**src/rtl/hvt_pkg.sv**
```systemverilog
package hvt_pkg;

  localparam int CoefW  = 16;   // signed Q4.12 matrix entry
  localparam int CoordW = 32;   // signed Q16.16 coordinate
  localparam int ProdW  = CoefW + CoordW;
  localparam int SumW   = ProdW + 2;
  localparam int FracDrop = 12;
  localparam int RndW   = SumW - FracDrop;
  localparam int CfgDataW = 64;
  localparam int CfgAddrW = 5;

  localparam logic signed [CoordW-1:0] OneQ16 = 32'sh0001_0000;
  localparam logic signed [SumW-1:0]   RoundHalf = 50'sd2048;

  typedef enum logic [2:0] {
    KIND_HOMOG = 3'd0,
    KIND_POS3  = 3'd1,
    KIND_VEC3  = 3'd2,
    KIND_POS2  = 3'd3,
    KIND_VEC2  = 3'd4
  } kind_t;

  typedef enum logic [1:0] {
    REG_COL_I = 2'd0,
    REG_COL_J = 2'd1,
    REG_COL_K = 2'd2,
    REG_COL_T = 2'd3
  } reg_idx_t;

  localparam logic [CfgDataW-1:0] ColIReset = 64'h0000_0000_0000_1000;
  localparam logic [CfgDataW-1:0] ColJReset = 64'h0000_0000_1000_0000;
  localparam logic [CfgDataW-1:0] ColKReset = 64'h0000_1000_0000_0000;
  localparam logic [CfgDataW-1:0] ColTReset = 64'h1000_0000_0000_0000;

  // x,y,z,w from index 0 up
  typedef logic [3:0][CoordW-1:0] vec4_t;
  // entries of i,j,k,t columns for one result component
  typedef logic [3:0][CoefW-1:0] row4_t;
  typedef logic [3:0][CfgDataW-1:0] cols_t;

  typedef struct packed {
    logic ld2;
    logic ld3;
    logic ld4;
  } lane_ctl_t;

endpackage

```
**src/rtl/hvt_cfg.sv**
```systemverilog
module hvt_cfg (
  input  logic                          clk,
  input  logic                          rst_n,
  input  logic                          psel,
  input  logic                          penable,
  input  logic                          pwrite,
  input  logic [hvt_pkg::CfgAddrW-1:0]  paddr,
  input  logic [hvt_pkg::CfgDataW-1:0]  pwdata,
  output logic [hvt_pkg::CfgDataW-1:0]  prdata,
  output hvt_pkg::cols_t                cols
);

  hvt_pkg::cols_t    cols_r;
  hvt_pkg::reg_idx_t idx;
  logic              wr_en;

  assign idx   = hvt_pkg::reg_idx_t'(paddr[4:3]);
  assign wr_en = psel && penable && pwrite;

  always_ff @(posedge clk) begin
    if (!rst_n) begin
      cols_r[hvt_pkg::REG_COL_I] <= hvt_pkg::ColIReset;
      cols_r[hvt_pkg::REG_COL_J] <= hvt_pkg::ColJReset;
      cols_r[hvt_pkg::REG_COL_K] <= hvt_pkg::ColKReset;
      cols_r[hvt_pkg::REG_COL_T] <= hvt_pkg::ColTReset;
    end else if (wr_en) begin
      cols_r[idx] <= pwdata;
    end
  end

  always_comb begin
    case (idx)
      hvt_pkg::REG_COL_I: prdata = cols_r[hvt_pkg::REG_COL_I];
      hvt_pkg::REG_COL_J: prdata = cols_r[hvt_pkg::REG_COL_J];
      hvt_pkg::REG_COL_K: prdata = cols_r[hvt_pkg::REG_COL_K];
      hvt_pkg::REG_COL_T: prdata = cols_r[hvt_pkg::REG_COL_T];
      default:            prdata = '0;
    endcase
  end

  assign cols = cols_r;

endmodule

```
**config.mk**
```make
export PLATFORM = sky130hd
export DESIGN_NAME = hvt_cfg
export DESIGN_NICKNAME = d
export VERILOG_FILES = /design/src/rtl/hvt_pkg.sv /design/src/rtl/hvt_cfg.sv
export SDC_FILE = /design/constraint.sdc
export NUM_CORES = 1
export LEC_CHECK = 0
export ABC_AREA = 1
export ABC_CLOCK_PERIOD_IN_PS = 2200
export BUFFER_PORTS_ARGS = -buffer_cell sky130_fd_sc_hd__buf_2
export CELL_PAD_IN_SITES_DETAIL_PLACEMENT = 0
export CELL_PAD_IN_SITES_GLOBAL_PLACEMENT = 1
export CORE_ASPECT_RATIO = 1.1
export CORE_MARGIN = 4
export CORE_UTILIZATION = 25
export DETAILED_ROUTE_END_ITERATION = 8
export GPL_TIMING_DRIVEN = 0
export PLACE_DENSITY_LB_ADDON = 0.3
export SLEW_MARGIN = 20
export SYNTH_ARGS = -nofsm -noshare
export SYNTH_HDL_FRONTEND = slang
export SYNTH_SLANG_ARGS = --single-unit
```
**constraint.sdc**
```tcl
create_clock -name clk -period 2.2 [get_ports clk]
set_input_delay 0.11 -clock clk [delete_from_list [all_inputs] [get_ports clk]]
set_output_delay 0.11 -clock clk [all_outputs]
set_load 0.01 [all_outputs]
```
# Word level (Yosys, flattened, before mapping)
# Index checks and enable logic that the tools add are counted.
[op_classes]
n_lt_le_gt_ge = 2
eq_ne = 3
n_mux = 4
reduce_logical = 4
[op_table]
columns = ["operator", "count"]
rows = [
  ["$bwmux W256", 1],
  ["$pmux W64 S4", 1],
  ["$demux W64 S2", 1],
  ["$mux W64", 1],
  ["$eq A2 B2 Y1 const B", 2],
  ["$logic_and A1 B1 Y1", 3],
  ["$lt A2 B3 Y1 const B", 1],
  ["$eq A2 B1 Y1 const B", 1],
  ["$ge A2 B1 Y1 const B", 1],
  ["$logic_not A2 Y1", 1],
]
[word_totals]
regBits = 256
inputBits = 74
output_inout_bits = 320
wordCells = 17

# Longest topological paths before layout
# Gate-level depths: netlist (run 1).
[logic_depth]
ltp_word = 5
mapped_depth = 7
depth_no_buf = 5

# Worst setup path before layout (run 1)
# No wires, ideal clock.
[synth_path]
path_kind = "input to output"
start = "input port paddr[3] (netlist name)"
end = "output port prdata[26] (netlist name)"
arrival_time_ns = 0.998
t_required_ns = 2.090
path_slack_ns = 1.092
stages = 6
n_path_buf = 3
path_cell_list = "buf_4 > nor2_4 > buf_2 > buf_2 > nand2_1 > nand4_1"
[synth_between]
elab_chain_cells = 2
elab_cells_between_ends = 5
classes_between = "eq/ne (3); mux (1); reduce/logical (1)"
[synth_lines]
columns = ["element", "line_no", "source"]
rows = [
  ["start, declared", "hvt_cfg.sv:7", "input logic [hvt_pkg::CfgAddrW-1:0] paddr,"],
  ["$eq A2 B2 Y1, or another cell as far along", "hvt_cfg.sv:32", "case (idx)"],
  ["$pmux W64 S4 *", "hvt_cfg.sv:32", ""],
  ["end, declared", "hvt_cfg.sv:9", "output logic [hvt_pkg::CfgDataW-1:0] prdata,"],
]
# Mark *: on every way between the ends. The rest lies on a longest branch, timed or not.

# Worst setup path after layout (run 1)
[layout_path]
start = "input port paddr[3] (netlist name)"
end = "output port prdata[11] (netlist name)"
# The elaborated chain is that of the path after synthesis.

==> results.json, run 1 <==
{
  "wl_per_cell_um": 19.6,
  "total_power_mw": 10.9,
  "fp.dieH_um": 236,
  "syn_area_per_cell_sq_um": 6.55,
  "drc": 0,
  "postLayoutCellArea_sq_mm": 0.0162,
  "synthArstFlopShare": 0,
  "dr.pass1.iters": 6,
  "yosysTopAreaCellShare": 0.432,
  "synth_compound_area_frac": 0.00169,
  "fin_skew_ns": 0,
  "finalCritPeriodShare": 0.955,
  "gp_congestion": 0.813,
  "syn_nets": 1885,
  "grt_pass1_vias": 12800,
  "period_minus_slack_ns": 2.10,
  "cp_max_fo": 10,
  "ir_drop_mv": 0.507,
  "vias": 13500,
  "synth_xor_area_frac": 0,
  "cp.required_ns": 2.09,
  "startpoint_type": "input pin",
  "largest_reg_flops": 256,
  "synth_area_leaders": "dfxtp_1, nand2_1, nor2_1, nand3_1, nand4_1",
  "leakagePower_nw": 7.85,
  "cts_buffers": 30,
  "grt.overflow.total": 0,
  "setup.worst_path.class": "in -> out",
  "power_density_mw_per_mm2": 674,
  "yosysMostFrequentCell": "nand2_1",
  "hpwlAfterDp_um": 43200,
  "drv_cap": 0,
  "cts_root_buffer": "clkbuf_16",
  "grt_max_degree": 15,
  "drv_slew": 0,
  "combPwrFrac": 0.122,
  "synth_top_family_by_area": "simple AND/OR/NAND/NOR gates",
  "slew_headroom": 0.244,
  "synth_seq_cells": 256,
  "intPower_mw": 7.90,
  "clk_pin_slew_worst_paths_ns": 0.06,
  "wirelength_um": 58000,
  "clk_path_buf_depth": 3,
  "p_clk_frac": 0.434,
  "die_w_um": 216,
  "portBuffers": 387,
  "p_sw_mw": 3.00,
  "synthDistinctLibCells": 18,
  "insertion_delay_ns": 0.57,
  "finalHoldViolCount": 0,
  "synthAdderAreaFrac": 0,
  "postCtsSetupRepairBufs": 0,
  "seqPwrFrac": 0.444,
  "hold_path_class": "in -> reg",
  "grt_pass1_wl_um": 84500,
  "yosysWarnings": 0,
  "syn_to_final_growth_pct": 36.3,
  "end_kind": "output pin",
  "coreArea_sq_mm": 0.0468,
  "fin_setup_tns_ns": 0,
  "nNetsFinal": 2369,
  "drt-met1-wl_um": 25200,
  "fmax_mhz": 476,
  "worstPathArrival_ns": 1.99,
  "start_util": 0.253,
  "synth_ff_type": "dfxtp_1",
  "dieArea_sq_mm": 0.0510,
  "fin_util": 0.345,
  "antenna_found_initial": 2,
  "clock_sinks": 256,
  "yosys.area_share.simple": 0.477,
  "drt_iter0_drc": 965,
  "met3_length_um": 3140,
  "highest_layer": "met4",
  "synth_common_cells": "nand2_1, nor2_1, dfxtp_1, nand3_1",
  "setup_violations": 0,
  "grt_setup_unrepaired": "false",
  "ys_seq_area_frac": 0.432,
  "outcome": "finished clean",
  "synthCells": 1811,
  "drive_above_1_share": 0.224,
  "viasPerCell": 4.56,
  "cts_tree": "done",
  "antenna_left": 0,
  "tightestPinTransition_ns": 1.13,
  "swShare": 0.275,
  "io_pins": 394,
  "h-tree-depth": 1,
  "rows": 83,
  "syn_area_sq_mm": 0.0119,
  "synth_mux_area_frac": 0,
  "synth_edf_count": 0,
  "track_usage": 0.217,
  "placed_cell_area_sq_mm": 0.0146,
  "synth.largest_area_cell": "dfxtp_1",
  "met2_length_um": 28100
}
path summary, 6_finish.rpt:
path / from / endpoint / slack, ns / cells after the start
worst min-delay path: rst_n / cols[12]$_SDFFE_PN1P_ / 0.05 / 2
worst max register to register: cols[252]$_SDFFE_PN1P_ / cols[252]$_SDFFE_PN1P_ / 1.00 / 3
worst max-delay path: paddr[3] / prdata[11] / 0.1 / 6
worst min register to register: cols[113]$_SDFFE_PN0P_ / cols[113]$_SDFFE_PN0P_ / 0.50 / 2
final cells by class:
| type | count | area (sq um) |
|---|---|---|
| inverters | 68 | 255 |
| diodes | 3 | 7.51 |
| clock buffers | 44 | 875 |
| clock inverters | 5 | 35.0 |
| plain buffers | 133 | 805 |
| flip-flops and latches | 256 | 5120 |
| multi-input cells | 1354 | 5680 |
| fillers | 5190 | 30700 |
| repair buffers | 452 | 2590 |
| well taps | 637 | 797 |
what timing repair did:
item,4_1_cts,5_1_grt
endpoints found under the hold margin,255,0
hold buffers,65,0
resized for setup,0,3
endpoints found under the setup margin,0,2
worst max-delay path: stages:
cell and delay [ns]:
buf_4 0.15, nor2_4 0.40, clkbuf_1 0.89, nand2_1 0.12, nand4_1 0.17, buf_2 0.15
per-stage QoR:
stage / instances / setup WS (ns) / hold slack, ns
after floorplan: 1811 / 1.09 / 0.236
after global placement: 2835 / 0.0138 / 0.374
after detailed placement: 2835 / 0.0668 / 0.378
after CTS: 2949 / 0.0655 / 0.0352
after global routing: 2949 / 0.00367 / 0.0581
final: 2952 / 0.0984 / 0.0519
routing by layer:
metal	global-route usage	vias up
met2	0.378	438
met4	0.0594	0
met1	0.281	6291
met5	0	-
li1	-	6661
met3	0.0290	82
power by group through the flow:
stage | sequential [mW] | clock (mW) | combinational [mW]
2_1_floorplan | 4.96 | 0 | 0.647
3_3_place_gp | 4.94 | 0 | 1.25
3_5_place_dp | 4.94 | 0 | 1.25
4_1_cts | 4.84 | 4.86 | 1.35
5_1_grt | 4.85 | 5.02 | 1.46
6_report | 4.84 | 4.73 | 1.33
cell usage in the layout (no fill, tap or decap), drive strengths merged:
cell type    instances
nand2              517
dlygate4sd3         65
inv                 68
buf                461
nand4               64
dfxtp              256
clkinv               4
o21ai                4
clkinvlp             1
diode                3
nor2               512
nand3              257
clkbuf             103
kinds of logic after synthesis:
family / count (synthesis)
DFF: 256
and+or+nand+nor: 1350
AOI/OAI and AO/OA: 4
buffers and inverters: 201
(Power assumes the default switching activity.)
==> inputs of run 2 (changes only) <==
--- a/config.mk
+++ b/config.mk
@@ -5,7 +5,6 @@
 export SDC_FILE = /design/constraint.sdc
 export NUM_CORES = 1
 export LEC_CHECK = 0
-export ABC_AREA = 1
 export ABC_CLOCK_PERIOD_IN_PS = 2200
 export BUFFER_PORTS_ARGS = -buffer_cell sky130_fd_sc_hd__buf_2
 export CELL_PAD_IN_SITES_DETAIL_PLACEMENT = 0
==> results.json, run 2 <==
{
  "tightestPinTransition_ns": 0.805,
  "setup_violations": 0,
  "nNetsFinal": 1544,
  "hpwlAfterDp_um": 31000,
  "dieArea_sq_mm": 0.0468,
  "ir_drop_mv": 0.499,
  "end_kind": "output pin",
  "io_pins": 394,
  "coreArea_sq_mm": 0.0426,
  "slew_headroom": 0.463,
  "worstPathArrival_ns": 1.83,
  "fin_setup_tns_ns": 0,
  "vias": 9242,
  "syn_area_per_cell_sq_um": 11.0,
  "placed_cell_area_sq_mm": 0.0135,
  "n_fill_cell": 4353,
  "drt_iter0_drc": 244,
  "clock_sinks": 256,
  "grt_setup_unrepaired": "false",
  "ys_seq_area_frac": 0.472,
  "yosysTopAreaCellShare": 0.472,
  "outcome": "finished clean",
  "setup.worst_path.class": "in -> out",
  "fp.dieH_um": 227,
  "insertion_delay_ns": 0.54,
  "largest_reg_flops": 256,
  "postLayoutCellArea_sq_mm": 0.0151,
  "cts_tree": "done",
  "worstRegToRegCells": 3,
  "synth.largest_area_cell": "dfxtp_1",
  "cts_root_buffer": "clkbuf_16",
  "portBuffers": 387,
  "track_usage": 0.172,
  "whs_ns": 0.0415,
  "layout_common_cells": "buf_2, nand2_1, dfxtp_1",
  "start_util": 0.255,
  "synth_common_cells": "nand2_1, dfxtp_1, mux2i_1, mux4_2, clkbuf_1",
  "reg2reg_slack_ns": 0.97,
  "drc": 0,
  "dp_cells": 1941,
  "multi_input_area_sq_mm": 0.00527,
  "highest_layer": "met4",
  "startpoint_type": "input pin",
  "hold-path-endpoint": "cols[65]$_SDFFE_PN0P_",
  "clk_pin_slew_worst_paths_ns": 0.06,
  "rows": 79,
  "grt_pass1_vias": 9539,
  "reg2reg_from": "cols[252]$_SDFFE_PN1P_",
  "die_w_um": 207,
  "wl_per_cell_um": 20.4,
  "clk_path_buf_depth": 3,
  "drive_above_1_share": 0.362,
  "syn_to_final_growth_pct": 38.8,
  "fin_skew_ns": 0,
  "drv_cap": 0,
  "cp.required_ns": 2.09,
  "dp_slack_ns": 0.164,
  "drt-met1-wl_um": 18200,
  "finalHoldViolCount": 0,
  "grt_max_degree": 14,
  "hold_buffers": 65,
  "antenna_found_initial": 1,
  "h-tree-depth": 1,
  "syn_area_sq_mm": 0.0109,
  "wirelength_um": 42000,
  "postCtsSetupRepairBufs": 0,
  "instances_no_fill": 2056,
  "holdPathStages": 3,
  "fmax_mhz": 516,
  "setup_slack_ns": 0.263,
  "synthArstFlopShare": 0,
  "cts_buffers": 29,
  "hold_path_class": "in -> reg",
  "met3_length_um": 2330,
  "synth_seq_cells": 256,
  "synthCells": 987,
  "synth_ff_type": "dfxtp_1",
  "synth_area_leaders": "dfxtp_1, mux2i_1, mux4_2, nand2_1, buf_4",
  "grt.overflow.total": 0,
  "synth_edf_count": 0,
  "cp_max_fo": 10,
  "viasPerCell": 4.50,
  "period_minus_slack_ns": 1.94,
  "syn_nets": 1061,
  "dr.pass1.iters": 6,
  "yosysMostFrequentCell": "nand2_1",
  "finalCritPeriodShare": 0.880,
  "r2r_end": "cols[252]$_SDFFE_PN1P_",
  "leakagePower_nw": 7.34,
  "power_density_mw_per_mm2": 686,
  "yosysWarnings": 0,
  "drv_slew": 0,
  "synthDistinctLibCells": 20,
  "final_common_cell": "buf_2",
  "gp_congestion": 0.773,
  "antenna_left": 0,
  "met2_length_um": 20600,
  "cts_resized": 0,
  "grt_pass1_wl_um": 61800,
  "register_area_sq_mm": 0.00512,
  "min-delay-start": "paddr[4]"
}
## run 2: changes by cell type after synthesis, sizes merged, moves of 2 or more
cell | previous run | this run
nor2b | 0 | 4
mux4 | 0 | 64
inv | 68 | 2
buf | 74 | 44
nand4 | 64 | 2
nor2 | 512 | 1
nand2 | 517 | 316
o21ai | 4 | 2
nand3 | 257 | 3
clkbuf | 59 | 35
mux2i | 0 | 254
## run 2: power breakdown
group          internal [mW]  switching [mW]
Combinational          0.351           0.493
Sequential              4.70          0.0537
Clock                   2.80            1.94
Total                   7.85            2.48
## run 2: cells by family (layout without fill, tap and decap cells)
family / Yosys count / in the layout / synth area share
muxes: 318 / 318 / 0.367
DFF: 256 / 256 / 0.472
buffers and inverters: 81 / 582 / 0.0421
and+or+nand+nor: 329 / 329 / 0.117
AOI/OAI and AO/OA: 3 / 3 / 0.00173
other: 0 / 1 / 0
## run 2: worst max-delay path, cell delays in order
cell	delay [ns]
buf_4	0.16
buf_2	0.42
buf_2	0.55
mux4_2	0.40
buf_2	0.17
## run 2: worst max path at each step
stage | startpoint | end | slack [ns] | cells past startpoint
detailed placement | rst_n | cols[92]$_SDFFE_PN1P_ | 0.16 | 4
global placement | paddr[4] | prdata[45] | 0.16 | 5
floorplan | paddr[3] | prdata[11] | 0.89 | 4
global route | paddr[4] | prdata[46] | 0.14 | 5
CTS | paddr[4] | prdata[12] | 0.17 | 5
finish | paddr[4] | prdata[12] | 0.26 | 5
## run 2: cell type report
| class | instances | share of cell area |
|---|---|---|
| buffer | 79 | 0.0298 |
| clock inverter | 7 | 0.00581 |
| multi-input combinational | 650 | 0.350 |
| timing repair buffer | 452 | 0.172 |
| clock buffer | 42 | 0.0547 |
| inverter | 2 | 0.000498 |
| sequential | 256 | 0.340 |
| antenna | 1 | 0.000166 |
| tap | 567 | 0.0471 |
## run 2: metal layers
layer  up-vias  GRT usage
met5         -          0
met3        49     0.0288
li1       4381          -
met4         0     0.0404
met2       264      0.296
met1      4548      0.226
## run 2: stage by stage
step	utilization	total power [mW]
3_3_place_gp	0.317	5.62
2_1_floorplan	-	5.26
4_1_cts	0.354	10.5
5_1_grt	0.354	10.7
3_5_place_dp	0.317	5.63
6_report	0.354	10.3
==> inputs of run 3 (changes only) <==
--- a/config.mk
+++ b/config.mk
@@ -15,6 +15,7 @@
 export DETAILED_ROUTE_END_ITERATION = 8
 export GPL_TIMING_DRIVEN = 0
 export PLACE_DENSITY_LB_ADDON = 0.3
+export REMOVE_ABC_BUFFERS = 1
 export SLEW_MARGIN = 20
 export SYNTH_ARGS = -nofsm -noshare
 export SYNTH_HDL_FRONTEND = slang
==> results.json, run 3 (synthesis gave the netlist of run 2 again) <==
{
  "drive_above_1_share": 0.362,
  "cp.required_ns": 2.64,
  "track_usage": 0.140,
  "tightestPinTransition_ns": 0.636,
  "setup_slack_ns": 0.343,
  "drv_cap": 0,
  "io_pins": 394,
  "drc": 0,
  "fp.dieH_um": 227,
  "grt_pass1_vias": 9114,
  "cp_max_fo": 40,
  "clk_pin_slew_worst_paths_ns": 0.06,
  "coreArea_sq_mm": 0.0426,
  "dp_slack_ns": -0.232,
  "fin_util": 0.354,
  "slew_headroom": 0.576,
  "setup.worst_path.class": "in -> reg",
  "outcome": "finished clean",
  "worstPathArrival_ns": 2.30,
  "grt_pass1_wl_um": 53100,
  "clock_sinks": 256,
  "grt_setup_unrepaired": "false",
  "antenna_left": 0,
  "dr.pass1.iters": 7,
  "wl_per_cell_um": 17.2,
  "leakagePower_nw": 7.32,
  "ir_drop_mv": 0.497,
  "final_common_cell": "buf_2",
  "dieArea_sq_mm": 0.0468,
  "grt_max_degree": 132,
  "rows": 79,
  "nNetsFinal": 1493,
  "dp_cells": 1889,
  "postCtsSetupRepairBufs": 0,
  "hold_path_class": "in -> reg",
  "viasPerCell": 4.42,
  "cts_root_buffer": "clkbuf_16",
  "postLayoutCellArea_sq_mm": 0.0151,
  "period_minus_slack_ns": 1.86,
  "cts_tree": "done",
  "startpoint_type": "input pin",
  "finalCritPeriodShare": 0.844,
  "finalHoldViolCount": 0,
  "start_util": 0.255,
  "setup_violations": 0,
  "syn_to_final_growth_pct": 39.0,
  "clk_path_buf_depth": 3,
  "fin_skew_ns": 0,
  "largest_reg_flops": 256,
  "portBuffers": 390,
  "die_w_um": 207,
  "end_kind": "flip-flop",
  "antenna_found_initial": 2,
  "placed_cell_area_sq_mm": 0.0135,
  "power_density_mw_per_mm2": 670,
  "cts_buffers": 29,
  "gp_congestion": 0.730,
  "wirelength_um": 34500,
  "fmax_mhz": 538,
  "grt.overflow.total": 0,
  "vias": 8864,
  "h-tree-depth": 1,
  "hpwlAfterDp_um": 24500,
  "instances_no_fill": 2007,
  "drt_iter0_drc": 297,
  "drv_slew": 0,
  "total_power_mw": 10.1,
  "layout_common_cells": "buf_2, nand2_1, dfxtp_1",
  "insertion_delay_ns": 0.55
}
==> run 3: path summary, 6_finish.rpt <==
| path | start | to | slack (ns) | cells past startpoint |
|---|---|---|---|---|
| setup / recovery | paddr[4] | cols[156]$_SDFFE_PN0P_ | 0.34 | 7 |
| hold / removal | penable | cols[23]$_SDFFE_PN0P_ | 0.04 | 4 |
| setup reg to reg | cols[156]$_SDFFE_PN0P_ | cols[156]$_SDFFE_PN0P_ | 1.02 | 3 |
| hold reg to reg | cols[66]$_SDFFE_PN0P_ | cols[66]$_SDFFE_PN0P_ | 0.47 | 2 |
==> run 3: metal layers <==
metal  GRT usage  wire length [um]  share of wire
met1       0.184             15000           0.44
met2       0.230             16300           0.47
met3      0.0370              2500          0.073
met4      0.0354               699          0.020
met5           0                13        0.00038
==> run 3: stage by stage <==
step / setup TNS, ns / hold slack [ns]
6_report: 0 / 0.0407
5_1_grt: 0 / 0.0373
4_1_cts: 0 / 0.00618
3_5_place_dp: -6.72 / 0.407
3_3_place_gp: -1548.12 / 0.377
2_1_floorplan: -391.81 / 0.182
==> run 3: repair_timing <==
item                      CTS  global route
resized for setup           0             0
hold endpoints to repair  256             0
hold buffers               66             0
==> run 3: final cells by class <==
| cell class | instances | area, sq um |
|---|---|---|
| fill | 4336 | 27500 |
| multi-input combinational | 650 | 5290 |
| sequential | 256 | 5120 |
| timing repair buffer | 480 | 3050 |
| clock buffer | 50 | 895 |
| tap | 567 | 709 |
| inverter | 2 | 7.51 |
| antenna | 2 | 5.00 |
==> run 3: report_power, final <==
part	internal, mW	switching [mW]	leakage (nW)
logic	0.359	0.424	4.82
clock network	2.71	1.87	0.436
registers	4.70	0.0501	2.07
==> run 3: worst max-delay path: stages <==
cell	delay, ns
buf_6	0.30
buf_16	0.32
inv_2	0.06
or3_4	0.51
buf_16	0.24
mux2i_1	0.14
dlygate4sd3_1	0.55
